## src/rtl/gmtf_pkg.sv

```systemverilog
`timescale 1ns / 1ps

package gmtf_pkg;

  localparam int unsigned IdW    = 8;
  localparam int unsigned GroupW = 3;
  localparam int unsigned LookW  = 8;
  localparam int unsigned PosW   = 4;

  typedef enum logic [1:0] {
    MODE_QUERY = 2'd0,
    MODE_REG   = 2'd1,
    MODE_CLEAR = 2'd2
  } mode_e;

  typedef struct packed {
    logic              clear;
    logic              write;
    logic [GroupW-1:0] group;
  } cell_ctrl_t;

endpackage

```

## src/rtl/grouped_move_to_front_id_list.sv

```systemverilog
`timescale 1ns / 1ps
// result: registered; an accepted transaction's result shows on the master side in the next cycle
// throughput: one transaction per cycle while the master side keeps tready high
// lookup and move-to-front shift both happen in the accept cycle across the cell row
// reset: asynchronous, active low; every list is emptied and the output register cleared
// no clearing pass is needed after reset

module grouped_move_to_front_id_list
  import gmtf_pkg::*;
#(
  parameter int unsigned GROUPS     = 4,
  parameter int unsigned SLOTS      = 8,
  parameter int unsigned EMPTY_CODE = 31
) (
  input  logic        clk_i,
  input  logic        rst_ni,
  input  logic        s_axis_tvalid,
  output logic        s_axis_tready,
  input  logic [23:0] s_axis_tdata,  // ident[7:0], group[10:8], look_back[18:11], zero fill
  input  logic [1:0]  s_axis_tuser,  // mode[1:0]
  output logic        m_axis_tvalid,
  input  logic        m_axis_tready,
  output logic [7:0]  m_axis_tdata,  // present[0], position[4:1], recent[5], zero fill
  output logic        m_axis_tuser   // bad_group[0]
);

  logic [IdW-1:0]    ident;
  logic [GroupW-1:0] group;
  logic [LookW-1:0]  look_back;
  logic [1:0]        mode;
  logic              accept;
  logic              group_ok;
  cell_ctrl_t        ctrl;

  logic [IdW-1:0]    entry_chain [SLOTS+1];
  logic [SLOTS:0]    valid_chain;
  logic [SLOTS:0]    hit_chain;
  logic [SLOTS-1:0]  match;
  logic [PosW-1:0]   pos;

  logic              out_valid_q;
  logic              present_q, present_d;
  logic [PosW-1:0]   position_q, position_d;
  logic              recent_q, recent_d;
  logic              bad_q, bad_d;

  assign ident     = s_axis_tdata[IdW-1:0];
  assign group     = s_axis_tdata[IdW+GroupW-1:IdW];
  assign look_back = s_axis_tdata[IdW+GroupW+LookW-1:IdW+GroupW];
  assign mode      = s_axis_tuser;

  assign s_axis_tready = !out_valid_q || m_axis_tready;
  assign accept        = s_axis_tvalid && s_axis_tready;
  assign group_ok      = ({1'b0, group} < (GroupW + 1)'(GROUPS));

  assign ctrl.clear = accept && (mode == MODE_CLEAR);
  assign ctrl.write = accept && (mode == MODE_REG) && group_ok;
  assign ctrl.group = group;

  assign entry_chain[0] = ident;
  assign valid_chain[0] = 1'b1;
  assign hit_chain[0]   = 1'b0;

  for (genvar s = 0; s < SLOTS; s++) begin : g_cell
    gmtf_cell #(
      .GROUPS    (GROUPS),
      .EMPTY_CODE(EMPTY_CODE)
    ) u_cell (
      .clk_i       (clk_i),
      .rst_ni      (rst_ni),
      .ctrl_i      (ctrl),
      .ident_i     (ident),
      .hit_i       (hit_chain[s]),
      .hit_o       (hit_chain[s+1]),
      .match_o     (match[s]),
      .prev_entry_i(entry_chain[s]),
      .prev_valid_i(valid_chain[s]),
      .entry_o     (entry_chain[s+1]),
      .valid_o     (valid_chain[s+1])
    );
  end

  always_comb begin
    pos = '0;
    for (int s = 0; s < SLOTS; s++) begin
      if (match[s] && !hit_chain[s]) begin
        pos = pos | PosW'(s);
      end
    end
  end

  always_comb begin
    present_d  = 1'b0;
    position_d = '0;
    recent_d   = 1'b0;
    bad_d      = 1'b0;
    case (mode)
      MODE_QUERY, MODE_REG: begin
        if (!group_ok) begin
          bad_d = 1'b1;
        end else if (hit_chain[SLOTS]) begin
          present_d  = 1'b1;
          position_d = pos;
          recent_d   = (look_back > LookW'(pos));
        end
      end
      default: ;
    endcase
  end

  always_ff @(posedge clk_i or negedge rst_ni) begin
    if (!rst_ni) begin
      out_valid_q <= 1'b0;
      present_q   <= 1'b0;
      position_q  <= '0;
      recent_q    <= 1'b0;
      bad_q       <= 1'b0;
    end else begin
      if (accept) begin
        out_valid_q <= 1'b1;
        present_q   <= present_d;
        position_q  <= position_d;
        recent_q    <= recent_d;
        bad_q       <= bad_d;
      end else if (m_axis_tready) begin
        out_valid_q <= 1'b0;
      end
    end
  end

  assign m_axis_tvalid = out_valid_q;
  assign m_axis_tdata  = {2'b00, recent_q, position_q, present_q};
  assign m_axis_tuser  = bad_q;

  a_ids_unique : assert property (@(posedge clk_i) disable iff (!rst_ni)
    $onehot0(match))
    else $error("identifier held in more than one slot of a list");

  a_bad_no_hit : assert property (@(posedge clk_i) disable iff (!rst_ni)
    m_axis_tvalid && m_axis_tuser |-> (m_axis_tdata == 8'd0))
    else $error("bad group result carries lookup data");

  a_recent_present : assert property (@(posedge clk_i) disable iff (!rst_ni)
    m_axis_tvalid && m_axis_tdata[5] |-> m_axis_tdata[0])
    else $error("recent without present");

  a_clear_zero : assert property (@(posedge clk_i) disable iff (!rst_ni)
    accept && (mode == MODE_CLEAR)
      |=> m_axis_tvalid && (m_axis_tdata == 8'd0) && !m_axis_tuser)
    else $error("clear transaction gave a nonzero result");

endmodule

```

## src/rtl/gmtf_cell.sv

```systemverilog
`timescale 1ns / 1ps

module gmtf_cell
  import gmtf_pkg::*;
#(
  parameter int unsigned GROUPS     = 4,
  parameter int unsigned EMPTY_CODE = 31
) (
  input  logic           clk_i,
  input  logic           rst_ni,
  input  cell_ctrl_t     ctrl_i,
  input  logic [IdW-1:0] ident_i,
  input  logic           hit_i,
  output logic           hit_o,
  output logic           match_o,
  input  logic [IdW-1:0] prev_entry_i,
  input  logic           prev_valid_i,
  output logic [IdW-1:0] entry_o,
  output logic           valid_o
);

  localparam int unsigned GW = (GROUPS > 1) ? $clog2(GROUPS) : 1;
  localparam logic [IdW-1:0] EmptyVal = IdW'(EMPTY_CODE);

  logic [IdW-1:0]    entry_q [GROUPS];
  logic [GROUPS-1:0] valid_q;
  logic [GW-1:0]     sel;

  assign sel     = ctrl_i.group[GW-1:0];
  assign entry_o = entry_q[sel];
  assign valid_o = valid_q[sel];
  assign match_o = valid_o && (entry_o == ident_i);
  assign hit_o   = hit_i | match_o;

  // clear empties every group; a write shifts from the neighbor while no newer cell holds the identifier
  always_ff @(posedge clk_i or negedge rst_ni) begin
    if (!rst_ni) begin
      valid_q <= '0;
      for (int g = 0; g < GROUPS; g++) begin
        entry_q[g] <= EmptyVal;
      end
    end else if (ctrl_i.clear) begin
      valid_q <= '0;
      for (int g = 0; g < GROUPS; g++) begin
        entry_q[g] <= EmptyVal;
      end
    end else if (ctrl_i.write && !hit_i) begin
      entry_q[sel] <= prev_entry_i;
      valid_q[sel] <= prev_valid_i;
    end
  end

endmodule

```

## config.mk

```make
export PLATFORM = sky130hd
export DESIGN_NAME = grouped_move_to_front_id_list
export DESIGN_NICKNAME = d
export VERILOG_FILES = /design/src/rtl/gmtf_pkg.sv /design/src/rtl/grouped_move_to_front_id_list.sv /design/src/rtl/gmtf_cell.sv
export SDC_FILE = /design/constraint.sdc
export NUM_CORES = 1
export LEC_CHECK = 0
export ABC_AREA = 0
export BUFFER_PORTS_ARGS = -buffer_cell sky130_fd_sc_hd__buf_2
export CAP_MARGIN = 20
export CORE_ASPECT_RATIO = 1.2
export CORE_MARGIN = 1.5
export CORE_UTILIZATION = 40
export CTS_BUF_LIST = sky130_fd_sc_hd__clkbuf_16
export DETAILED_ROUTE_END_ITERATION = 7
export MAX_ROUTING_LAYER = met4
export PLACE_DENSITY = 0.53
export SETUP_SLACK_MARGIN = 0.05
export SLEW_MARGIN = 15
export SYNTH_ARGS = -nofsm -noshare
export SYNTH_HDL_FRONTEND = slang
export SYNTH_SLANG_ARGS = --single-unit
```

## constraint.sdc

```tcl
create_clock -name clk_i -period 2.85 [get_ports clk_i]
set_input_delay 0.57 -clock clk_i [delete_from_list [all_inputs] [get_ports clk_i]]
set_output_delay 0.57 -clock clk_i [all_outputs]
set_load 0.01 [all_outputs]
```

## Word-level counts from Yosys, hierarchy flattened

Index checks and enable logic that the tools add are counted.

- Flip-flop bits (word level): 296
- Output and inout port bits: 11
- Logic and storage cells: 229

- Magnitude comparators: 6
- Eq/ne operators: 10
- Multiplexer cells: 111
- Bitwise operators: 9
- Reductions and logical operators: 48

Operators with widths:

| kind | count |
|---|---|
| two-way mux 32 bit | 16 |
| bitwise mux 32 bit | 8 |
| two-way mux 8 bit | 17 |
| binary-select mux 8 bit (select 2 bit) | 8 |
| equality test 8 bit | 8 |
| two-way mux 4 bit | 16 |
| bitwise mux 4 bit | 7 |
| logical AND 1 bit | 28 |
| two-way mux 3 bit | 7 |
| two-way mux 1 bit | 20 |
| nonzero test 2 bit | 9 |
| binary-select mux 1 bit (select 2 bit) | 8 |
| demux 8 bit (select 2 bit) | 1 |
| > comparator 8 x 3 -> 1 bit | 1 |
| zero test 1 bit | 8 |
| OR 1 bit | 7 |
| two-way mux 2 bit | 2 |
| OR 4 bit | 1 |
| >= comparator 3 bit (second input constant) | 1 |
| < comparator 2 x 3 -> 1 bit (second input constant) | 1 |
| < comparator 3 x 1 -> 1 bit (second input constant) | 1 |
| < comparator 3 bit (second input constant) | 1 |
| NOT 2 -> 3 bit | 1 |
| demux 1 bit (select 2 bit) | 1 |
| other kinds (6) | 6 |

## Logic depth before layout (Yosys ltp)

- Depth after elaboration: 19
- Gate-level depth with buffers: 21

## Modules after synthesis

Synthesis repeated with hierarchy kept, for this count alone.

- Cells, all modules: 1,307
- Area total of the unflattened synthesis: 15,512.4 µm²

By module, submodules not included:

| module | instances | cells each | area an instance (µm²) |
|---|---|---|---|
| gmtf_cell | 8 | 156 | 1,876.8 |
| grouped_move_to_front_id_list | 1 | 59 | 498.0 |

## Worst setup path before layout

OpenSTA, ideal clock, no wires.

- Kind: input port to flip-flop
- Start point: input port s_axis_tdata[8]
- End point: register recent_q
- Arrival: 3.776 ns
- Setup slack: -1.047 ns
- Cell stages on the path: 18
- Buffers on the path: 5
- Cell sequence: buf_6 > buf_6 > buf_6 > buf_6 > buf_6 > mux4_2 > xor2_1 > a311oi_1 > o211ai_1 > nor4_2 > o21ai_0 > a21bo_1 > ha_1 > a21o_1 > a21oi_1 > a31oi_1 > nor3_1 > o21ai_1

- Word-level cells in the longest chain between the ends: 19
- Elaborated cells between the ends (all ways): 90
- Those cells by class: order compare: 2; eq/ne: 8; mux: 50; bitwise: 8; reduce/logical: 22

Ends and longest elaborated chain:

| element | RTL line | text |
|---|---|---|
| from (decl) | grouped_move_to_front_id_list.sv:19 | `input logic [23:0] s_axis_tdata,` |
| NOT 2 -> 3 bit (implied by the code) | gmtf_cell.sv:30 | `assign entry_o = entry_q[sel];` |
| binary-select mux 8 bit (select 2 bit) | gmtf_cell.sv:30 |  |
| two-way mux 8 bit (implied by the code) (2 in a row) | gmtf_cell.sv:30 |  |
| equality test 8 bit | gmtf_cell.sv:32 | `assign match_o = valid_o && (entry_o == ident_i);` |
| logical AND 1 bit | gmtf_cell.sv:32 |  |
| OR 1 bit / zero test 1 bit (equally long branches) | gmtf_cell.sv:33, grouped_move_to_front_id_list.sv:86 |  |
| OR 1 bit, or another cell as far along | gmtf_cell.sv:33 | `assign hit_o = hit_i \| match_o;` |
| zero test 1 bit, or another cell as far along | grouped_move_to_front_id_list.sv:86 | `if (match[s] && !hit_chain[s]) begin` |
| logical AND 1 bit, or another cell as far along | grouped_move_to_front_id_list.sv:86 |  |
| two-way mux 2 bit, or another cell as far along | grouped_move_to_front_id_list.sv:86 |  |
| two-way mux 3 bit, or another cell as far along (2 in a row) | grouped_move_to_front_id_list.sv:86 |  |
| two-way mux 3 bit / logical AND 1 bit (equally long branches) | grouped_move_to_front_id_list.sv:86 |  |
| two-way mux 3 bit | grouped_move_to_front_id_list.sv:86 |  |
| > comparator 8 x 3 -> 1 bit | grouped_move_to_front_id_list.sv:104 | `recent_d = (look_back > LookW'(pos));` |
| two-way mux 1 bit | grouped_move_to_front_id_list.sv:101 | `end else if (hit_chain[SLOTS]) begin` |
| two-way mux 1 bit (*) | grouped_move_to_front_id_list.sv:99 | `if (!group_ok) begin` |
| two-way mux 1 bit (*) | grouped_move_to_front_id_list.sv:97 | `case (mode)` |
| to (signal assigned) | grouped_move_to_front_id_list.sv:123 | `recent_q <= recent_d;` |
| to (decl) | grouped_move_to_front_id_list.sv:44 | `logic recent_q, recent_d;` |

Every way passes the cells marked *; elsewhere a longest branch is shown, timed or not. The select of a mux whose other input is x is not followed.
A chain may end at the register's enable or synchronous reset.

## Final worst setup path

- Start point: register g_cell[3].u_cell.entry_q[7] in the netlist's numbering
- End point: register recent_q

- Word-level cells in the longest chain between the ends: 16
- Elaborated cells between the ends (all ways): 28
- Those cells by class: order compare: 1; eq/ne: 1; mux: 11; bitwise: 5; reduce/logical: 10

Ends and longest elaborated chain:

| element | RTL line | text |
|---|---|---|
| from (decl) | gmtf_cell.sv:25 | `logic [IdW-1:0] entry_q [GROUPS];` |
| from (signal, indexed assignment) | gmtf_cell.sv:40 | `entry_q[g] <= EmptyVal;` |
| from (signal, indexed assignment) | gmtf_cell.sv:45 | `entry_q[g] <= EmptyVal;` |
| from (signal, indexed assignment) | gmtf_cell.sv:48 | `entry_q[sel] <= prev_entry_i;` |
| binary-select mux 8 bit (select 2 bit) (*) | gmtf_cell.sv:30 |  |
| two-way mux 8 bit (implied by the code) (*) (2 in a row) | gmtf_cell.sv:30 |  |
| equality test 8 bit (*) | gmtf_cell.sv:32 |  |
| logical AND 1 bit (*) | gmtf_cell.sv:32 |  |
| OR 1 bit | gmtf_cell.sv:33 |  |
| OR 1 bit / zero test 1 bit (equally long branches) | gmtf_cell.sv:33, grouped_move_to_front_id_list.sv:86 |  |
| zero test 1 bit, or another cell as far along | grouped_move_to_front_id_list.sv:86 |  |
| logical AND 1 bit, or another cell as far along | grouped_move_to_front_id_list.sv:86 |  |
| two-way mux 3 bit, or another cell as far along | grouped_move_to_front_id_list.sv:86 |  |
| two-way mux 3 bit / logical AND 1 bit (equally long branches) | grouped_move_to_front_id_list.sv:86 |  |
| two-way mux 3 bit | grouped_move_to_front_id_list.sv:86 |  |
| > comparator 8 x 3 -> 1 bit | grouped_move_to_front_id_list.sv:104 |  |
| two-way mux 1 bit (*) | grouped_move_to_front_id_list.sv:101 |  |
| two-way mux 1 bit (*) | grouped_move_to_front_id_list.sv:99 |  |
| two-way mux 1 bit (*) | grouped_move_to_front_id_list.sv:97 |  |

Marks and branches as above.

==> flow_summary.toml <==
[outcome]
status = "finished, violations left"
violations = "hold timing, setup timing"

[place]
dp_hpwl_microns = 37800
placed_area_sq_mm = 0.01918
dp_slack_ns = -0.9855
numPortBuffers = 32
gp_congestion = 0.8971

[sta]
whs_ns = -0.02999
finalCriticalPeriod_ns = 3.021
setup_viol = 3
hold_violations = 7
worst_pin_slew_ns = 0.5770
slew_headroom = 0.6130
skew_ns = 0.01778
setup_ws_ns = -0.1712
fin_setup_tns_ns = -0.1945
finalCritPeriodShare = 1.060
rsz0062_at_grt = "true"
drv_slew = 0
timing.fmax_mhz = 331.0

[route]
drt_pass1_iterations = 5
via_per_inst = 5.461
routedWlPerCell_microns = 22.25
ant_nets = 0
drtIter0Drc = 878
via_count = 13310
wirelength_microns = 54240
drc = 0

[critical_path]
path_buf_inv = 1
critical-path-max-stage-delay_ns = 0.53
crit_type = "flop to flop"
cp_top_family = "compound AO/OA/AOI/OAI gates"
crit_path_start = "g_cell[3].u_cell.entry_q[7]$_DFFE_PN0P_"
crit_chain = "mux4_2 > xor2_1 > a2111o_1 > o21ai_0 > o211ai_1 > a21bo_2 > ha_4 > inv_2 > a21o_1 > a21oi_2 > a31oi_1 > nor3_1 > o21ai_1"
cp.arrival_ns = 3.43
r2r_end = "recent_q$_DFFE_PN0P_"
crit_required_ns = 3.26
slowest_stage = "mux4_2"
cp_max_fo = 2
rr_startpoint = "g_cell[3].u_cell.entry_q[7]$_DFFE_PN0P_"
startpoint_type = "flop"
cp-end-kind = "flop"
reg2reg_depth = 13
ff2ff_setup_slack_ns = -0.17

[power_and_ir_drop]
total_power_uw = 11200
ir_drop_mv = 0.3741
leakagePower_uw = 0.009277
power_density_mw_per_mm2 = 532.3

[worst_hold_path]
hp-class = "input pin to async pin"

[yosys]
yosysTopAreaCell = "dfstp_2"
synth_cell_types = 69
synth-edff-count = 0
yosysTopAreaCellShare = 0.2656
yosysSeqAreaShare = 0.4790
yosysWarnings = 0
synth-seq-cells = 295
dominantRegCellSynth = "dfstp_2"
synthCells = 1569
synth_area_leaders = "dfstp_2 (27%), dfrtp_1 (21%), mux2i_1 (6.4%)"
ys_async_sr_fraction = 1.000
syn_avg_cell_area_sq_um = 10.09
syn_area_sq_mm = 0.01583

[global_routing]
grtUsageTotal = 0.2765
grt_start_max_net_pins = 82
antenna_found_initial = 1
grt_overflow = 0
grt_pass1_wl_microns = 82600
grt_pass1_vias = 13770

[floorplanning]
ios = 41
die_area_sq_mm = 0.04078
core_sq_mm = 0.03894
die_y_microns = 220.9
rows = 79
die_x_microns = 184.6
start_util = 0.4065

[cells_and_area]
finalNetCount = 1919
fin_area_sq_mm = 0.02105
drive_gt1_frac = 0.3949
area_delta_synth_final_pct = 32.96
antennaDiodeCount = 0

[clock_network]
tritoncts = "done"
clock_path_buffers = 3
htreeDepth = 2
clock_sinks = 295
clkLatencyLatePin_ns = 0.53
clk_pin_slew_ns = 0.06
cts_buffers = 35
cts-root-buf = "clkbuf_16"
postCtsHoldBufs = 0

[flow_run]
max_cap_viol_count = 0
==> layout make-up <==
class | count | area (sq um)
fillers | 3515 | 17900
multi-input cells | 1141 | 7904
flip-flops and latches | 295 | 7582
repair buffers | 402 | 3749
clock buffers | 37 | 925.9
well taps | 526 | 658.1
clock inverters | 26 | 187.7
inverters | 11 | 41.29
==> what timing repair did <==
item                       in CTS  in global routing
gates cloned                    4                  3
setup endpoints to repair     143                104
buffers inserted               12                  7
gates resized for setup        49                 48
pin swaps                       7                 20
==> routing by layer <==
metal / part of all wire / routed length [microns] / track usage / up-vias
li1: - / - / - / 6165
met1: 0.41 / 22040 / 0.3403 / 6665
met2: 0.50 / 27240 / 0.4463 / 355
met3: 0.043 / 2343 / 0.03637 / 129
met4: 0.048 / 2610 / 0.1370 / 0
met5: 0 / 0 / - / -
==> synthesized netlist by cell type, drive strengths merged, types with 14 or more instances <==
library cell    n
o21ai         129
mux4           55
clkbuf         58
dfstp         160
o31a           14
dfrtp         135
nand3          58
nor3           14
nand4          19
xor2           15
mux2           15
buf            66
xnor2          51
nor2          165
nand2         253
a21oi         118
mux2i         101
==> state kept, by name, summed over array words and instances, names as in the netlist <==
name,count
g_cell.u_cell.entry_q,256
position_q,3
m_axis_tvalid,1
m_axis_tuser,1
present_q,1
g_cell.u_cell.valid_q,32
recent_q,1
==> stage by stage <==
stage / std cells / utilization
2_1_floorplan: 1571 / -
3_3_place_gp: 2349 / 0.4925
3_5_place_dp: 2349 / 0.4925
4_1_cts: 2428 / 0.5328
5_1_grt: 2438 / 0.5404
6_report: 2438 / 0.5404
==> where the power goes <==
| part | leakage (uW) | total (uW) | switching, uW | internal, uW |
|---|---|---|---|---|
| registers | 0.00356 | 4900 | 207 | 4690 |
| clock network | 0.000573 | 4430 | 1820 | 2610 |
| logic | 0.00515 | 1880 | 955 | 921 |
| total | 0.00928 | 11200 | 2990 | 8220 |
==> layout by cell type (no fill, tap or decap), types with 10 or more instances in the layout <==
cell / instances
mux4_2: 47
nor2_1: 161
o31a_1: 14
dfrtp_1: 135
clkbuf_16: 40
mux2i_1: 100
a31o_2: 10
dfstp_2: 160
mux2_2: 15
xnor2_2: 17
o21ai_0: 105
buf_12: 44
buf_2: 29
xnor2_1: 34
xor2_1: 13
o21ai_1: 23
o211ai_1: 13
inv_1: 14
nand4_1: 18
buf_4: 309
clkinv_1: 10
a21oi_1: 111
nand3_1: 50
nand2_1: 251
==> logic make-up (layout without fill, tap and decap cells) <==
group / count (synthesis) / after routing / synth area share
multiplexers: 171 / 171 / 0.1559
buffers and inverters: 135 / 476 / 0.04655
adder cells (fa/ha/maj): 3 / 3 / 0.002371
other: 1 / 3 / 0.0002369
AND/OR/NAND/NOR: 551 / 551 / 0.1491
flip-flops: 295 / 295 / 0.4790
XOR/XNOR: 66 / 66 / 0.03652
AO/OA/AOI/OAI: 347 / 347 / 0.1304
==> worst register-to-register path, cell delays in order, from the launching register on <==
cell and delay [ns]:
dfrtp_1 0.42, mux4_2 0.53, xor2_1 0.16, a2111o_1 0.46
o21ai_0 0.17, o211ai_1 0.15, a21bo_2 0.26, ha_4 0.13
inv_2 0.03, a21o_1 0.17, a21oi_2 0.11, a31oi_1 0.05
nor3_1 0.19, o21ai_1 0.09
==> worst max-delay path by stage <==
| stage | endpoint | slack [ns] | cells after the start |
|---|---|---|---|
| after floorplan | recent_q$_DFFE_PN0P_ | -0.81 | 20 |
| after global placement | recent_q$_DFFE_PN0P_ | -0.93 | 16 |
| after detailed placement | recent_q$_DFFE_PN0P_ | -0.99 | 15 |
| after CTS | recent_q$_DFFE_PN0P_ | -0.16 | 15 |
| after global routing | recent_q$_DFFE_PN0P_ | -0.31 | 15 |
| final | recent_q$_DFFE_PN0P_ | -0.17 | 13 |
Note: power is estimated with default switching activity, not from simulation.
